File: config.mk
export PLATFORM = sky130hd
export DESIGN_NAME = ewt_queue
export DESIGN_NICKNAME = d
export VERILOG_FILES = /design/src/design/ewt_pkg.sv /design/src/design/ewt_queue.sv
export SDC_FILE = /design/constraint.sdc
export NUM_CORES = 1
export LEC_CHECK = 0
export BUFFER_PORTS_ARGS = -buffer_cell sky130_fd_sc_hd__clkbuf_2
export CAP_MARGIN = 25
export CELL_PAD_IN_SITES_DETAIL_PLACEMENT = 1
export CELL_PAD_IN_SITES_GLOBAL_PLACEMENT = 1
export CORE_UTILIZATION = 44
export CTS_BUF_LIST = sky130_fd_sc_hd__clkbuf_4 sky130_fd_sc_hd__clkbuf_8 sky130_fd_sc_hd__clkbuf_16
export CTS_CLUSTER_DIAMETER = 200
export CTS_CLUSTER_SIZE = 28
export DETAILED_ROUTE_END_ITERATION = 10
export GPL_TIMING_DRIVEN = 0
export HOLD_SLACK_MARGIN = 0.05
export PLACE_DENSITY_LB_ADDON = 0.1
export SYNTH_ARGS = -nofsm -noshare
export SYNTH_HDL_FRONTEND = slang
export SYNTH_SLANG_ARGS = --single-unit
File: constraint.sdc
create_clock -name i_clk -period 7.25 [get_ports i_clk]
set_input_delay 0.725 -clock i_clk [delete_from_list [all_inputs] [get_ports i_clk]]
set_output_delay 0.725 -clock i_clk [all_outputs]
set_load 0.03 [all_outputs]
File: src/design/ewt_pkg.sv
// Shared types and constants for the extrude wall triangulator.
// Depends on nothing; every other design file imports it.
package ewt_pkg;

    // Fixed field widths
    localparam int COORD_WIDTH = 24;
    localparam int TRIG_W      = 16;
    localparam int CFG_IDX_W   = 3;
    localparam int CFG_DATA_W  = 24;

    // Edge queue between front and back
    localparam int QUEUE_DEPTH = 2;
    localparam int QPTR_W      = (QUEUE_DEPTH > 1) ? $clog2(QUEUE_DEPTH) : 1;
    localparam int QCNT_W      = $clog2(QUEUE_DEPTH + 1);

    typedef logic signed [COORD_WIDTH-1:0] t_coord;
    typedef logic signed [TRIG_W-1:0]      t_trig;
    typedef logic [2:0]                    t_corner;

    localparam t_corner LAST_CORNER   = 3'd5;
    localparam t_trig   TRIG_ONE      = 16'sd16384;
    localparam t_trig   TRIG_ZERO     = 16'sd0;
    localparam t_coord  Z_LOWER_RESET = 24'sd0;
    localparam t_coord  Z_UPPER_RESET = 24'sd256;

    // Configuration register indexes
    typedef enum logic [CFG_IDX_W-1:0] {
        CFG_COS_LOWER = 3'd0,
        CFG_SIN_LOWER = 3'd1,
        CFG_COS_UPPER = 3'd2,
        CFG_SIN_UPPER = 3'd3,
        CFG_Z_LOWER   = 3'd4,
        CFG_Z_UPPER   = 3'd5
    } t_cfg_idx;

    typedef struct packed {
        t_trig  cos_lower;
        t_trig  sin_lower;
        t_trig  cos_upper;
        t_trig  sin_upper;
        t_coord z_lower;
        t_coord z_upper;
    } t_cfg;

    // Input and output payloads
    typedef struct packed {
        t_coord point_x;
        t_coord point_y;
        logic   hole;
        logic   path_start;
    } t_point;

    typedef struct packed {
        t_coord  vertex_x;
        t_coord  vertex_y;
        t_coord  vertex_z;
        t_corner corner;
        logic    last;
    } t_vertex;

    // One rotated point
    typedef struct packed {
        t_coord x;
        t_coord y;
    } t_xy;

    // One edge ready for emission: previous (k) and current (j) point,
    // lower and upper copies
    typedef struct packed {
        t_xy  kl;
        t_xy  ku;
        t_xy  jl;
        t_xy  ju;
        logic inner;
        logic swap;
    } t_edge;

    // Front sequencer states
    typedef enum logic [2:0] {
        FS_IDLE,
        FS_MUL_L,
        FS_MUL_U,
        FS_SUM_U,
        FS_SQR,
        FS_CMP
    } t_front_state;

endpackage

File: src/design/ewt_queue.sv
// Short edge queue between front end and vertex emitter.
// Uses ewt_pkg for the edge record and depth.
module ewt_queue
    import ewt_pkg::*;
(
    input  logic  i_clk,
    input  logic  i_rst_n,
    input  logic  i_push_valid,
    output logic  o_push_ready,
    input  t_edge i_push_edge,
    output logic  o_pop_valid,
    input  logic  i_pop_ready,
    output t_edge o_pop_edge
);

    t_edge             r_mem [QUEUE_DEPTH];
    logic [QPTR_W-1:0] r_wr_ptr, r_rd_ptr;
    logic [QCNT_W-1:0] r_count;
    logic              push, pop;

    assign o_push_ready = r_count != QCNT_W'(QUEUE_DEPTH);
    assign o_pop_valid  = r_count != '0;
    assign o_pop_edge   = r_mem[r_rd_ptr];
    assign push         = i_push_valid && o_push_ready;
    assign pop          = o_pop_valid && i_pop_ready;

    // Entry storage
    always_ff @(posedge i_clk) begin
        if (push) begin
            r_mem[r_wr_ptr] <= i_push_edge;
        end
    end

    // Pointers and fill count
    always_ff @(posedge i_clk) begin
        if (!i_rst_n) begin
            r_wr_ptr <= '0;
            r_rd_ptr <= '0;
            r_count  <= '0;
        end else begin
            if (push) begin
                r_wr_ptr <= (r_wr_ptr == QPTR_W'(QUEUE_DEPTH - 1)) ? '0 : r_wr_ptr + 1'b1;
            end
            if (pop) begin
                r_rd_ptr <= (r_rd_ptr == QPTR_W'(QUEUE_DEPTH - 1)) ? '0 : r_rd_ptr + 1'b1;
            end
            case ({push, pop})
                2'b10:   r_count <= r_count + 1'b1;
                2'b01:   r_count <= r_count - 1'b1;
                default: r_count <= r_count;
            endcase
        end
    end

endmodule

==> run summary <==
The detailed router finished its first iteration with 341 violations. After detailed routing, the number of remaining DRC violations is 0. For the worst flop-to-flop path, the logic depth is 5.

Kind of critical path: reg2out. The run gives 0 as the count of hold-fix buffers inserted at cts. The max-slew violation count was 0; the proportion of power drawn by flip-flops and latches was 45.5%. After global routing the overflow that remains totals 0. The number of I/O pins is 394, and the half-perimeter wire length after placement is 21900 um. The logs give 1463 for the number of standard cells in the layout, taps in and fillers out and 18.5% for the clock network power share. The number of buffers added by the clock tree synthesis step was 18. The average wire length per cell after detail routing was 21.3 um. Setup violations remaining at the end of the flow were counted as 0.

Traced cell by cell, the critical path runs through buf_2 -> buf_6 -> buf_6 -> mux2_2 -> clkbuf_2. Gate count of the mapped netlist: 628. The run gives 1428 as the count of placed standard cells including taps.

The critical path crosses 5 cells after its start point. The core box area is 31700 um^2, and the final critical path time including I/O delays and setup is 2.73 ns. For the final database, setup skew stands at 0.0317 ns. Measured along the y axis, the die boundary spans 182 um.

The worst relative slew slack is 61.7%. Worst min-delay path class: in2reg. For the data required time of the critical path, the log shows 6.52 ns. The initial antenna violation count came out at 10. The tools report the sort of element at the end of the critical path as an output pin. In the layout the commonest cells are sky130_fd_sc_hd__clkbuf_2, sky130_fd_sc_hd__edfxtp_1, sky130_fd_sc_hd__mux2_2. For the arrival time at the worst endpoint, the log shows 2.00 ns. Ratio of routed vias to standard cells: 4.98. Before antenna repair, the detailed router went through 4 iterations. The clock edge transition at the registers on the reported setup and hold paths came out at 0.11 ns.

Worst-path cell with the longest stage delay: sky130_fd_sc_hd__mux2_2. The pin count of the biggest net entering global routing came out at 86. The cell area that synthesis handed to floorplanning was 14300 um^2. In this run the power density over the cells is 368 nW/um^2. The distinct cell type count after synthesis was 21; the setup TNS was 0 ns.

The final layout contains 1245 nets. The clock passes through at most 3 buffers. In this run the static leakage power is 0.00653 uW.

STA classifies the critical path startpoint as a flip-flop. The clock latency on the worst-skew pair is 0.53 ns, and the smallest hold slack is 0.377 ns. For the via count of the first global-routing pass, the log shows 7908.

For this run, the total global-route usage over all layers was measured as 18.3%. The area enclosed by the die boundary was 33200 um^2; the number of clock sinks was 393. The total buffers and inverters traversed by the critical path is 4, and the global-route wire length before repair is 45800 um.

Static timing analysis puts the maximum clock frequency at 367 MHz. In this run the power spent charging and discharging nets is 2260 uW. The run gives 1 as the deepest level of the CTS H-tree.

Counting flops and latches in the post-synthesis netlist gives 393. In this design, the stage delay of the slowest critical-path cell is 0.36 ns. The total length of routed wires is 31200 um, and the share of the cycle needed by the critical path after routing is 37.6%. The tools report the global placer's final weighted congestion as 0.711. TritonCTS built the clock tree. The worst-case vdd ir drop was 250 uV.

The tools report the total power draw as 6430 uW. The max capacitance violation total is 0. Setup repair after global routing left no endpoint under its margin. Buffers placed on the I/O ports in this run total 393. The tools report the total of warnings raised by yosys as 0. The number of hold violations in the final report was 0; the width of the die was 182 um.

The tools report the number of buffers inserted to repair setup after CTS as 0. Each instance of the synthesized netlist takes up on average 22.8 um^2. The flow ran to the end, and the final reports show no timing, DRC or antenna violations. The tools report the buffer cell driving the clock tree root as sky130_fd_sc_hd__clkbuf_16.

Number of nets still failing antenna checks after routing: 0. Compared with the post-synthesis result, the final layout area differs by 22.3%. The internal power of the cells totals 4170 uW. The fraction of power spent switching nets was 35.2%; the fraction of final layout cells sized beyond drive strength 1 was 61.2%.

The gate family responsible for the most delay along the worst path is buffers and inverters. The depth of the worst hold-timing path was 1; the transition time at the pin with the least slew margin was 0.575 ns. For the number of cell rows, the log shows 65. Per report_power, the combinational group accounts for 36.1% of the total. The number of gates resized after CTS was 0.

When the netlist entered floorplanning its net count stood at 827. The effective utilization at floorplan is 45.1%, and the total number of vias is 7290. The most common cell after layout, fill and taps aside is sky130_fd_sc_hd__clkbuf_2. Of all nets on the critical path, the largest fanout is 10. The run gives 82.2% as the sequential-to-total area share from yosys stat. Most frequent cell on the critical path: sky130_fd_sc_hd__buf_6. For the fill cell instance count of the final layout, the log shows 2980.
==> synth_stat cells <==
| cell type | n | share of area, % |
|---|---|---|
| sky130_fd_sc_hd__mux2_2 | 194 | 15 |
| sky130_fd_sc_hd__nor2b_1 | 2 | 0.088 |
| sky130_fd_sc_hd__edfxtp_1 | 388 | 82 |
| sky130_fd_sc_hd__buf_6 | 18 | 1.4 |
| sky130_fd_sc_hd__inv_1 | 1 | 0.026 |
| sky130_fd_sc_hd__dfxtp_1 | 5 | 0.70 |
| sky130_fd_sc_hd__nand3b_1 | 1 | 0.053 |
| sky130_fd_sc_hd__a21boi_0 | 1 | 0.053 |
| sky130_fd_sc_hd__or2_2 | 1 | 0.044 |
| sky130_fd_sc_hd__o21a_1 | 1 | 0.053 |
| sky130_fd_sc_hd__and3_1 | 1 | 0.044 |
| sky130_fd_sc_hd__buf_2 | 4 | 0.14 |
| sky130_fd_sc_hd__ha_1 | 1 | 0.088 |
| sky130_fd_sc_hd__nand2_1 | 1 | 0.026 |
| sky130_fd_sc_hd__and2_1 | 1 | 0.044 |
| sky130_fd_sc_hd__nand2b_1 | 1 | 0.044 |
| sky130_fd_sc_hd__o21ai_0 | 1 | 0.035 |
| sky130_fd_sc_hd__a21bo_2 | 1 | 0.070 |
| sky130_fd_sc_hd__or3_1 | 1 | 0.044 |
| sky130_fd_sc_hd__a21boi_1 | 1 | 0.053 |
| sky130_fd_sc_hd__xnor2_1 | 3 | 0.18 |
==> state kept, by name, indices dropped and copies added (netlist names), named ones only <==
signal and cells:
r_mem 388, r_count 2, r_rd_ptr 1, r_wr_ptr 1
==> final cells by class <==
| type | instances | area, um^2 | area share [%] |
|---|---|---|---|
| Sequential cell | 393 | 11800 | 67.2 |
| Multi-Input combinational cell | 212 | 2320 | 13.3 |
| Timing Repair Buffer | 398 | 2100 | 12.0 |
| Clock buffer | 25 | 520 | 2.98 |
| Tap cell | 402 | 503 | 2.88 |
| Buffer | 22 | 223 | 1.27 |
| Clock inverter | 1 | 30.0 | 0.172 |
| Antenna cell | 9 | 22.5 | 0.129 |
| Inverter | 1 | 11.3 | 0.0644 |
==> per-stage QoR <==
step / worst slack [ns] / utilization, % / instance area, um^2
final: 4.52 / 55.1 / 17500
after detailed placement: 4.58 / 53.3 / 16900
after floorplan: 1.35 / - / 14300
after global placement: -1.55 / 52.9 / 16800
after CTS: 4.48 / 55.1 / 17500
after global routing: 4.42 / 55.1 / 17500
==> power by group through the flow <==
| stage | sequential [uW] | clock (uW) | combinational, uW |
|---|---|---|---|
| after global routing | 2960 | 1300 | 2450 |
| final | 2930 | 1190 | 2320 |
| after CTS | 2930 | 1230 | 2360 |
| after floorplan | 3020 | 0 | 1650 |
| after global placement | 3070 | 0 | 2310 |
| after detailed placement | 2980 | 0 | 2350 |
==> path summary, 6_finish.rpt <==
check | start | endpoint | slack [ns]
worst min-delay path | i_push_edge[168] | r_mem[0][168]$_DFFE_PP_ | 0.38
worst min register to register | r_count[1]$_SDFFE_PN0P_ | r_count[1]$_SDFFE_PN0P_ | 0.53
worst max register to register | r_count[0]$_SDFFE_PN0P_ | r_mem[0][132]$_DFFE_PP_ | 4.79
worst max-delay path | flip-flop | o_pop_edge[72] | 4.52
==> cell families (layout without fill, tap and decap cells) <==
logic type               count (synthesis)  after routing  synth area share, %
AO/OA/AOI/OAI                            5              5                0.263
XOR/XNOR                                 3              3                0.184
adder cells (fa/ha/maj)                  1              1               0.0875
buffers and inverters                   23            447                 1.58
flip-flops                             393            393                 82.2
multiplexers                           194            194                 15.3
other                                    0              9                    0
AND/OR/NAND/NOR                          9              9                0.385
==> per-layer routing <==
metal / routed length, um / share of wire (%) / GRT usage, %
met1: 11400 / 37 / 20.2
met2: 16400 / 53 / 33.3
met3: 2680 / 8.6 / 6.13
met4: 649 / 2.1 / 5.55
met5: 11 / 0.035 / 0
Note: power is estimated with default switching activity, not from simulation.
