$ cat src/design/ewt_pkg.sv
// Shared types and constants for the extrude wall triangulator.
// Depends on nothing; every other design file imports it.
package ewt_pkg;

    // Fixed field widths
    localparam int COORD_WIDTH = 24;
    localparam int TRIG_W      = 16;
    localparam int CFG_IDX_W   = 3;
    localparam int CFG_DATA_W  = 24;

    // Edge queue between front and back
    localparam int QUEUE_DEPTH = 2;
    localparam int QPTR_W      = (QUEUE_DEPTH > 1) ? $clog2(QUEUE_DEPTH) : 1;
    localparam int QCNT_W      = $clog2(QUEUE_DEPTH + 1);

    typedef logic signed [COORD_WIDTH-1:0] t_coord;
    typedef logic signed [TRIG_W-1:0]      t_trig;
    typedef logic [2:0]                    t_corner;

    localparam t_corner LAST_CORNER   = 3'd5;
    localparam t_trig   TRIG_ONE      = 16'sd16384;
    localparam t_trig   TRIG_ZERO     = 16'sd0;
    localparam t_coord  Z_LOWER_RESET = 24'sd0;
    localparam t_coord  Z_UPPER_RESET = 24'sd256;

    // Configuration register indexes
    typedef enum logic [CFG_IDX_W-1:0] {
        CFG_COS_LOWER = 3'd0,
        CFG_SIN_LOWER = 3'd1,
        CFG_COS_UPPER = 3'd2,
        CFG_SIN_UPPER = 3'd3,
        CFG_Z_LOWER   = 3'd4,
        CFG_Z_UPPER   = 3'd5
    } t_cfg_idx;

    typedef struct packed {
        t_trig  cos_lower;
        t_trig  sin_lower;
        t_trig  cos_upper;
        t_trig  sin_upper;
        t_coord z_lower;
        t_coord z_upper;
    } t_cfg;

    // Input and output payloads
    typedef struct packed {
        t_coord point_x;
        t_coord point_y;
        logic   hole;
        logic   path_start;
    } t_point;

    typedef struct packed {
        t_coord  vertex_x;
        t_coord  vertex_y;
        t_coord  vertex_z;
        t_corner corner;
        logic    last;
    } t_vertex;

    // One rotated point
    typedef struct packed {
        t_coord x;
        t_coord y;
    } t_xy;

    // One edge ready for emission: previous (k) and current (j) point,
    // lower and upper copies
    typedef struct packed {
        t_xy  kl;
        t_xy  ku;
        t_xy  jl;
        t_xy  ju;
        logic inner;
        logic swap;
    } t_edge;

    // Front sequencer states
    typedef enum logic [2:0] {
        FS_IDLE,
        FS_MUL_L,
        FS_MUL_U,
        FS_SUM_U,
        FS_SQR,
        FS_CMP
    } t_front_state;

endpackage

$ cat src/design/ewt_back.sv
// Back end: walks one edge record through its six triangle vertices into
// the output register. Uses ewt_pkg.
module ewt_back
    import ewt_pkg::*;
(
    input  logic    i_clk,
    input  logic    i_rst_n,
    input  logic    i_pop_valid,
    output logic    o_pop_ready,
    input  t_edge   i_pop_edge,
    input  t_cfg    i_cfg,
    output logic    o_out_valid,
    input  logic    i_out_ready,
    output t_vertex o_out_vertex
);

    typedef struct packed {
        logic use_j;
        logic upper;
    } t_pick;

    t_corner r_corner;
    logic    r_out_valid;
    t_vertex r_vtx, vtx;
    t_pick   pick;
    t_xy     src;
    logic    load;

    // Vertex source for a corner; outer paths reverse each triangle
    function automatic t_pick pick_corner(input t_corner c, input logic sw,
                                          input logic inner);
        t_corner s;
        t_pick   p;
        s = c;
        if (!inner) begin
            case (c)
                3'd0:    s = 3'd2;
                3'd2:    s = 3'd0;
                3'd3:    s = 3'd5;
                3'd5:    s = 3'd3;
                default: s = c;
            endcase
        end
        p = '0;
        if (sw) begin
            // (kL, jL, jU) then (kU, kL, jU)
            case (s)
                3'd0:    p = '{use_j: 1'b0, upper: 1'b0};
                3'd1:    p = '{use_j: 1'b1, upper: 1'b0};
                3'd2:    p = '{use_j: 1'b1, upper: 1'b1};
                3'd3:    p = '{use_j: 1'b0, upper: 1'b1};
                3'd4:    p = '{use_j: 1'b0, upper: 1'b0};
                default: p = '{use_j: 1'b1, upper: 1'b1};
            endcase
        end else begin
            // (kL, jL, kU) then (jU, kU, jL)
            case (s)
                3'd0:    p = '{use_j: 1'b0, upper: 1'b0};
                3'd1:    p = '{use_j: 1'b1, upper: 1'b0};
                3'd2:    p = '{use_j: 1'b0, upper: 1'b1};
                3'd3:    p = '{use_j: 1'b1, upper: 1'b1};
                3'd4:    p = '{use_j: 1'b0, upper: 1'b1};
                default: p = '{use_j: 1'b1, upper: 1'b0};
            endcase
        end
        return p;
    endfunction

    assign load         = i_pop_valid && (!r_out_valid || i_out_ready);
    assign o_pop_ready  = load && (r_corner == LAST_CORNER);
    assign o_out_valid  = r_out_valid;
    assign o_out_vertex = r_vtx;

    // Select the current vertex
    always_comb begin
        pick = pick_corner(r_corner, i_pop_edge.swap, i_pop_edge.inner);
        case ({pick.use_j, pick.upper})
            2'b00:   src = i_pop_edge.kl;
            2'b01:   src = i_pop_edge.ku;
            2'b10:   src = i_pop_edge.jl;
            default: src = i_pop_edge.ju;
        endcase
        vtx.vertex_x = src.x;
        vtx.vertex_y = src.y;
        vtx.vertex_z = pick.upper ? i_cfg.z_upper : i_cfg.z_lower;
        vtx.corner   = r_corner;
        vtx.last     = r_corner == LAST_CORNER;
    end

    // Output register payload
    always_ff @(posedge i_clk) begin
        if (load) begin
            r_vtx <= vtx;
        end
    end

    // Corner counter and output valid
    always_ff @(posedge i_clk) begin
        if (!i_rst_n) begin
            r_corner    <= '0;
            r_out_valid <= 1'b0;
        end else begin
            if (load) begin
                r_corner    <= (r_corner == LAST_CORNER) ? '0 : r_corner + 1'b1;
                r_out_valid <= 1'b1;
            end else if (i_out_ready) begin
                r_out_valid <= 1'b0;
            end
        end
    end

    a_corner_range: assert property (@(posedge i_clk) disable iff (!i_rst_n)
        r_corner <= LAST_CORNER)
        else $error("corner counter out of range");

    // Mid-run, the edge record must still be at the queue head
    a_head_held: assert property (@(posedge i_clk) disable iff (!i_rst_n)
        (r_corner != '0) |-> i_pop_valid)
        else $error("edge left queue before its run ended");

    // Popping an edge puts its closing vertex in the output register
    a_pop_last: assert property (@(posedge i_clk) disable iff (!i_rst_n)
        o_pop_ready |=> (o_out_valid && o_out_vertex.last
                         && o_out_vertex.corner == LAST_CORNER))
        else $error("edge popped without closing vertex");

endmodule

$ cat config.mk
export PLATFORM = sky130hd
export DESIGN_NAME = ewt_back
export DESIGN_NICKNAME = d
export VERILOG_FILES = /design/src/design/ewt_pkg.sv /design/src/design/ewt_back.sv
export SDC_FILE = /design/constraint.sdc
export NUM_CORES = 1
export LEC_CHECK = 0
export BUFFER_PORTS_ARGS = -buffer_cell sky130_fd_sc_hd__buf_4
export CAP_MARGIN = 20
export CORE_AREA = 2 2 151 153
export CTS_CLUSTER_DIAMETER = 40
export DETAILED_ROUTE_END_ITERATION = 12
export DIE_AREA = 0 0 153 155
export PLACE_DENSITY_LB_ADDON = 0.3
export SKIP_CTS_REPAIR_TIMING = 1
export SYNTH_ARGS = -nofsm -noshare
export SYNTH_HDL_FRONTEND = slang
export SYNTH_SLANG_ARGS = --single-unit
$ cat constraint.sdc
create_clock -name i_clk -period 2.9 [get_ports i_clk]
set_clock_uncertainty 0.05 [all_clocks]
set_input_delay 0.58 -clock i_clk [delete_from_list [all_inputs] [get_ports i_clk]]
set_output_delay 0.58 -clock i_clk [all_outputs]
set_load 0.005 [all_outputs]
==> flow_metrics.py, run 1 <==
metrics = {
    "status": {
        "run_status": "completed",
    },
    "placed_design": {
        "place_ws_ns": 0.449,
        "port_buffers": 323,
        "place_congestion": 0.856,
        "placed_area_sq_um": 7230,
        "dp_hpwl_um": 10900,
    },
    "routing": {
        "antenna_left": 0,
        "avgRoutedWirePerCell_um": 15.2,
        "routed_wirelength_um": 13900,
        "drtIter0Drc": 135,
        "dr.pass1.iters": 4,
        "viasPerCell": 4.09,
        "drcViolationCount": 0,
        "vias": 3747,
    },
    "worst_setup_path": {
        "cp_slowest_cell": "dfxtp_1",
        "path_cells": "and2_1 > o21ai_0 > a21oi_4 > buf_12 > buf_12 > mux2i_1 > mux2i_1",
        "worstPathMaxFanout": 39,
        "arrival_ns": 2.34,
        "cp.depth": 7,
        "cp_num_buf_inv": 2,
        "critical-path-top-delay-family": "flip-flops",
        "crit_required_ns": 2.93,
        "critPathKind": "reg2reg",
        "start_kind": "flip-flop",
        "cp-end-kind": "flip-flop",
        "reg2reg_depth": 7,
        "cp_slowest_stage_delay_ns": 0.55,
    },
    "hold_path": {
        "hold_depth": 2,
        "hold_class": "in2reg",
    },
    "global_routing": {
        "grt_pass1_vias": 3970,
        "antenna_found_initial": 0,
        "grt.total_usage_pct": 11.1,
        "use_met1_pct": 11.9,
        "grt_pass1_wl_um": 20500,
        "grt.met3_usage_pct": 4.01,
        "grt_use_met2_pct": 20.6,
        "grt-ovfl-total": 0,
        "grt-busiest-layer": "met2",
        "grt_max_degree": 40,
    },
    "logic_synthesis": {
        "synth_ff_type": "edfxtp_1",
        "synth.avg_cell_area_sq_um": 14.8,
        "synth_nets": 612,
        "synth_common_cells": "mux2i_1 (144), edfxtp_1 (76), mux2_2 (20)",
        "synth.top_cell.area_share_pct": 51.1,
        "syn_inst": 302,
        "synth_cell_types": 25,
        "syn-cell-area_sq_um": 4460,
        "async_reset_ff_share_pct": 0,
        "yosysMostFrequentCell": "mux2i_1",
        "ys_ff_latch": 80,
        "ys.warnings.count": 0,
        "netlist_top_cells_area": "edfxtp_1 (51%), mux2i_1 (32%), mux2_2 (5.0%)",
        "ys_seq_area_share_pct": 52.9,
        "yosys.area.top_type": "edfxtp_1",
        "synth_edf_count": 76,
    },
    "die": {
        "fp-row-count": 55,
        "core_area_sq_um": 22200,
        "die_x_um": 153,
        "die_h_um": 155,
        "initial_core_util_pct": 20.1,
        "design.die.area_sq_um": 23700,
        "ios": 388,
    },
    "clock_tree": {
        "clock-root-buffer": "clkbuf_16",
        "cts_tree": "built",
        "cts.sinks": 80,
        "cts_buffer_depth": 2,
        "h-tree-depth": 3,
        "path_clk_slew_ns": 0.07,
        "clock_latency_ns": 0.33,
        "cts_buffers": 9,
    },
    "pwr": {
        "pwr_density_cell_nw_per_um2": 484,
        "p_leak_nw": 3.61,
        "ir_worst_vdd_mv": 0.250,
    },
    "final_layout": {
        "syn2layout_area_growth_pct": 67.9,
        "diodes": 0,
        "fin_area_sq_um": 7490,
        "layout-drive-gt1-share_pct": 59.4,
        "nets": 936,
    },
    "timing": {
        "fmax_mhz": 433,
        "period_share_pct": 79.6,
        "setup_ws_ns": 0.593,
        "finalHoldViolCount": 0,
        "holdWs_ns": 0.428,
        "rsz0062_at_grt": "false",
        "maxSlewHeadroom_pct": 73.4,
        "maxSlewViolCount": 0,
        "setup_tns_ns": 0,
        "worst_pin_slew_ns": 0.398,
        "fin_crit_ns": 2.31,
        "setup_viol_count_final": 0,
    },
    "run": {
        "maxCapViolations": 0,
    },
}
[sequential cells by signal, summed over array words and instances, names as in the netlist]
signal	flops
r_corner	3
o_out_vertex	76
o_out_valid	1
[report_power, final]
group          internal, mW  total [mW]  switching (mW)
Combinational         0.660        1.10           0.440
Sequential             1.44        1.48          0.0429
Clock                 0.580        1.05           0.467
Total                  2.68        3.63           0.949
[metal layers]
layer / vias up / wire (um)
li1: 1813 / -
met1: 1721 / 5260
met3: 11 / 1210
met5: - / 0
met4: 0 / 153
met2: 202 / 7260
[kinds of logic (layout without fill, tap and decap cells)]
family,count (synthesis),count (layout),synth area share [%]
and+or+nand+nor,15,15,1.99
AOI/OAI and AO/OA,13,13,1.68
DFF,80,80,52.9
xor gates and xnor gates,1,1,0.196
buffers and inverters,25,354,4.54
muxes,168,168,38.7
[layout by cell type (no fill, tap or decap), types with 2 or more instances in the layout]
| cell | instances |
|---|---|
| mux2_2 | 20 |
| dfxtp_1 | 4 |
| buf_4 | 330 |
| clkbuf_16 | 9 |
| clkbuf_1 | 2 |
| nand2_1 | 2 |
| nor2b_1 | 2 |
| and2_1 | 2 |
| a21oi_1 | 6 |
| inv_1 | 3 |
| clkinvlp_4 | 2 |
| mux2_4 | 4 |
| edfxtp_1 | 76 |
| nor3b_1 | 2 |
| o21ai_0 | 3 |
| buf_12 | 5 |
| mux2i_1 | 144 |
[path summary, 6_finish.rpt]
| path | start | end | slack (ns) |
|---|---|---|---|
| max reg2reg | r_corner[0] | o_out_vertex[70] | 0.59 |
| min reg2reg | o_out_valid | o_out_valid | 0.50 |
| min | i_rst_n | r_corner[0] | 0.43 |
| max | r_corner[0] | o_out_vertex[70] | 0.59 |
[per-stage QoR]
step	total power, mW	std cells	util [%]
floorplan	2.06	302	-
global placement	2.61	900	32.5
detailed placement	2.63	900	32.5
CTS	3.71	916	33.7
global route	3.82	916	33.7
finish	3.63	916	33.7
[worst reg2reg max path: cells and delay by family (launching register included)]
family                 cells  cell delay (ns)
AOI/OAI and AO/OA          2             0.32
buffers and inverters      2             0.48
DFF                        1             0.55
muxes                      2             0.47
and+or+nand+nor            1             0.19
[area by class of cell]
cell class / instances / area, sq um
tap: 285 / 357
multi-input combinational: 197 / 1920
timing repair buffer: 335 / 2580
clock buffer: 11 / 233
clock inverter: 5 / 32.5
sequential: 80 / 2360
inverter: 3 / 11.3
fill: 2235 / 14700
Note: power is estimated with default switching activity, not from simulation.
==> run 2: changes to the inputs <==
--- a/config.mk
+++ b/config.mk
@@ -7,10 +7,10 @@
 export LEC_CHECK = 0
 export BUFFER_PORTS_ARGS = -buffer_cell sky130_fd_sc_hd__buf_4
 export CAP_MARGIN = 20
-export CORE_AREA = 2 2 151 153
+export CORE_AREA = 2 2 152 154
 export CTS_CLUSTER_DIAMETER = 40
 export DETAILED_ROUTE_END_ITERATION = 12
-export DIE_AREA = 0 0 153 155
+export DIE_AREA = 0 0 154 156
 export PLACE_DENSITY_LB_ADDON = 0.3
 export SKIP_CTS_REPAIR_TIMING = 1
 export SYNTH_ARGS = -nofsm -noshare
==> constraint.sdc (replaced) <==
create_clock -name i_clk -period 2.4 [get_ports i_clk]
set_clock_uncertainty 0.05 [all_clocks]
set_input_delay 0.48 -clock i_clk [delete_from_list [all_inputs] [get_ports i_clk]]
set_output_delay 0.48 -clock i_clk [all_outputs]
set_load 0.005 [all_outputs]
==> run 2 against run 1 <==
Compared with the run above:
- die area grew 1.3%
- non-clock buffer count increased by 11
- critical path depth decreased by 1
- final area increased by 1.3%
- via count up 0.43%
- sequential share of layout area fell by 0.41 points
- clock power rose by 21%
- critical path type unchanged
==> flow_metrics.py, run 2 (synthesis gave the netlist of run 1 again) <==
metrics = {
    "final_layout": {
        "fin_cells": 927,
        "final_util_pct": 33.9,
        "mostFrequentLayoutCell": "buf_4",
        "final_cell_mix": "buf_4 (340), mux2i_1 (144), edfxtp_1 (76)",
        "layout-drive-gt1-share_pct": 60.1,
        "nets": 947,
        "syn2layout_area_growth_pct": 70.1,
        "diodes": 0,
        "largest_reg_flops": 76,
    },
    "timing": {
        "maxSlewViolCount": 0,
        "worst_pin_slew_ns": 0.923,
        "rsz0062_at_grt": "false",
        "maxSlewHeadroom_pct": 38.5,
        "setup_viol_count_final": 0,
        "fin_crit_ns": 2.18,
        "period_share_pct": 90.6,
        "finalHoldViolCount": 0,
        "setup_tns_ns": 0,
        "fmax_mhz": 460,
    },
    "die": {
        "fp-row-count": 55,
        "die_x_um": 154,
        "core_area_sq_um": 22400,
        "initial_core_util_pct": 20.0,
        "design.die.area_sq_um": 24000,
        "die_h_um": 156,
        "ios": 388,
    },
    "clock_tree": {
        "cts_tree": "built",
        "cts_buffers": 9,
        "cts_buffer_depth": 2,
        "clock-root-buffer": "clkbuf_16",
        "clock_latency_ns": 0.34,
        "h-tree-depth": 3,
        "cts.sinks": 80,
        "path_clk_slew_ns": 0.06,
    },
    "placed_design": {
        "port_buffers": 323,
        "place_congestion": 0.780,
        "dp_hpwl_um": 11000,
        "dp.cells": 904,
    },
    "run": {
        "maxCapViolations": 0,
    },
    "worst_setup_path": {
        "r2r-end": "o_out_vertex[30]",
        "worstPathMaxFanout": 48,
        "arrival_ns": 2.16,
        "rrSetupSlack_ns": 0.22,
        "critPathKind": "reg2reg",
        "cp-end-kind": "flip-flop",
        "start_kind": "flip-flop",
        "crit_required_ns": 2.39,
        "reg2reg_depth": 6,
        "timing.rr.start": "r_corner[1]",
    },
    "hold_path": {
        "hold_end": "r_corner[0]",
        "min_from": "i_rst_n",
        "hold_class": "in2reg",
        "hold_depth": 2,
    },
    "global_routing": {
        "grt-ovfl-total": 0,
        "grt.total_usage_pct": 11.1,
        "grt_max_degree": 49,
        "grt_pass1_vias": 4032,
        "grt_pass1_wl_um": 20500,
        "antenna_found_initial": 0,
    },
    "routing": {
        "dr.pass1.iters": 4,
        "routed_wirelength_um": 13900,
        "vias": 3763,
        "viasPerCell": 4.06,
        "drcViolationCount": 0,
        "antenna_left": 0,
        "avgRoutedWirePerCell_um": 15.0,
        "drtIter0Drc": 131,
    },
    "pwr": {
        "ir_worst_vdd_mv": 0.232,
        "p_leak_nw": 3.66,
        "pwr_density_cell_nw_per_um2": 582,
    },
    "status": {
        "run_status": "completed",
    },
}
[run 2: critical path, cell delays in order (launching register included)]
cell     delay (ns)
dfxtp_1        0.35
buf_4          0.16
nand2_1        0.08
buf_4          0.11
o22a_1         0.15
o22a_4         0.74
mux2i_1        0.22
[run 2: layout make-up]
class | instances | area [sq um]
fillers | 2248 | 14800
repair buffers | 346 | 2670
flip-flops and latches | 80 | 2360
multi-input cells | 197 | 1920
well taps | 285 | 357
clock buffers | 12 | 236
clock inverters | 4 | 31.3
inverters | 3 | 11.3
[run 2: worst max path at each step]
stage                        to          start  cells after the start  slack, ns
3_3_place_gp   o_out_vertex[30]  i_pop_edge[1]                      7      -0.18
2_1_floorplan       r_corner[0]    i_out_ready                      4       0.31
6_report       o_out_vertex[30]    r_corner[1]                      6       0.22
4_1_cts        o_out_vertex[30]    r_corner[0]                      7      -0.10
3_5_place_dp   o_out_vertex[30]  i_pop_edge[0]                      7      -0.21
5_1_grt        o_out_vertex[67]    r_corner[1]                      6       0.05
[run 2: report_power, final]
| group | internal, mW | total, mW | switching, mW |
|---|---|---|---|
| Sequential | 1.74 | 1.79 | 0.0458 |
| Combinational | 0.827 | 1.36 | 0.537 |
| Clock | 0.704 | 1.27 | 0.565 |
[run 2: through the flow]
stage / cell area, sq um / setup slack (ns) / total power [mW] / hold WS, ns
finish: 7590 / 0.225 / 4.42 / 0.331
global route: 7590 / 0.0519 / 4.67 / 0.333
CTS: 7510 / -0.103 / 4.48 / 0.319
detailed placement: 7250 / -0.210 / 3.17 / 0.500
global placement: 7250 / -0.181 / 3.14 / 0.492
floorplan: 4470 / 0.311 / 2.49 / 0.356
[run 2: metal layers]
layer  global-route usage (%)  share of wire, %  vias up
met5                        0                 0        -
met4                     3.34               1.1        0
met3                     3.83               9.3       10
met2                     20.9                53      200
met1                     11.6                37     1722
li1                         -                 -     1831
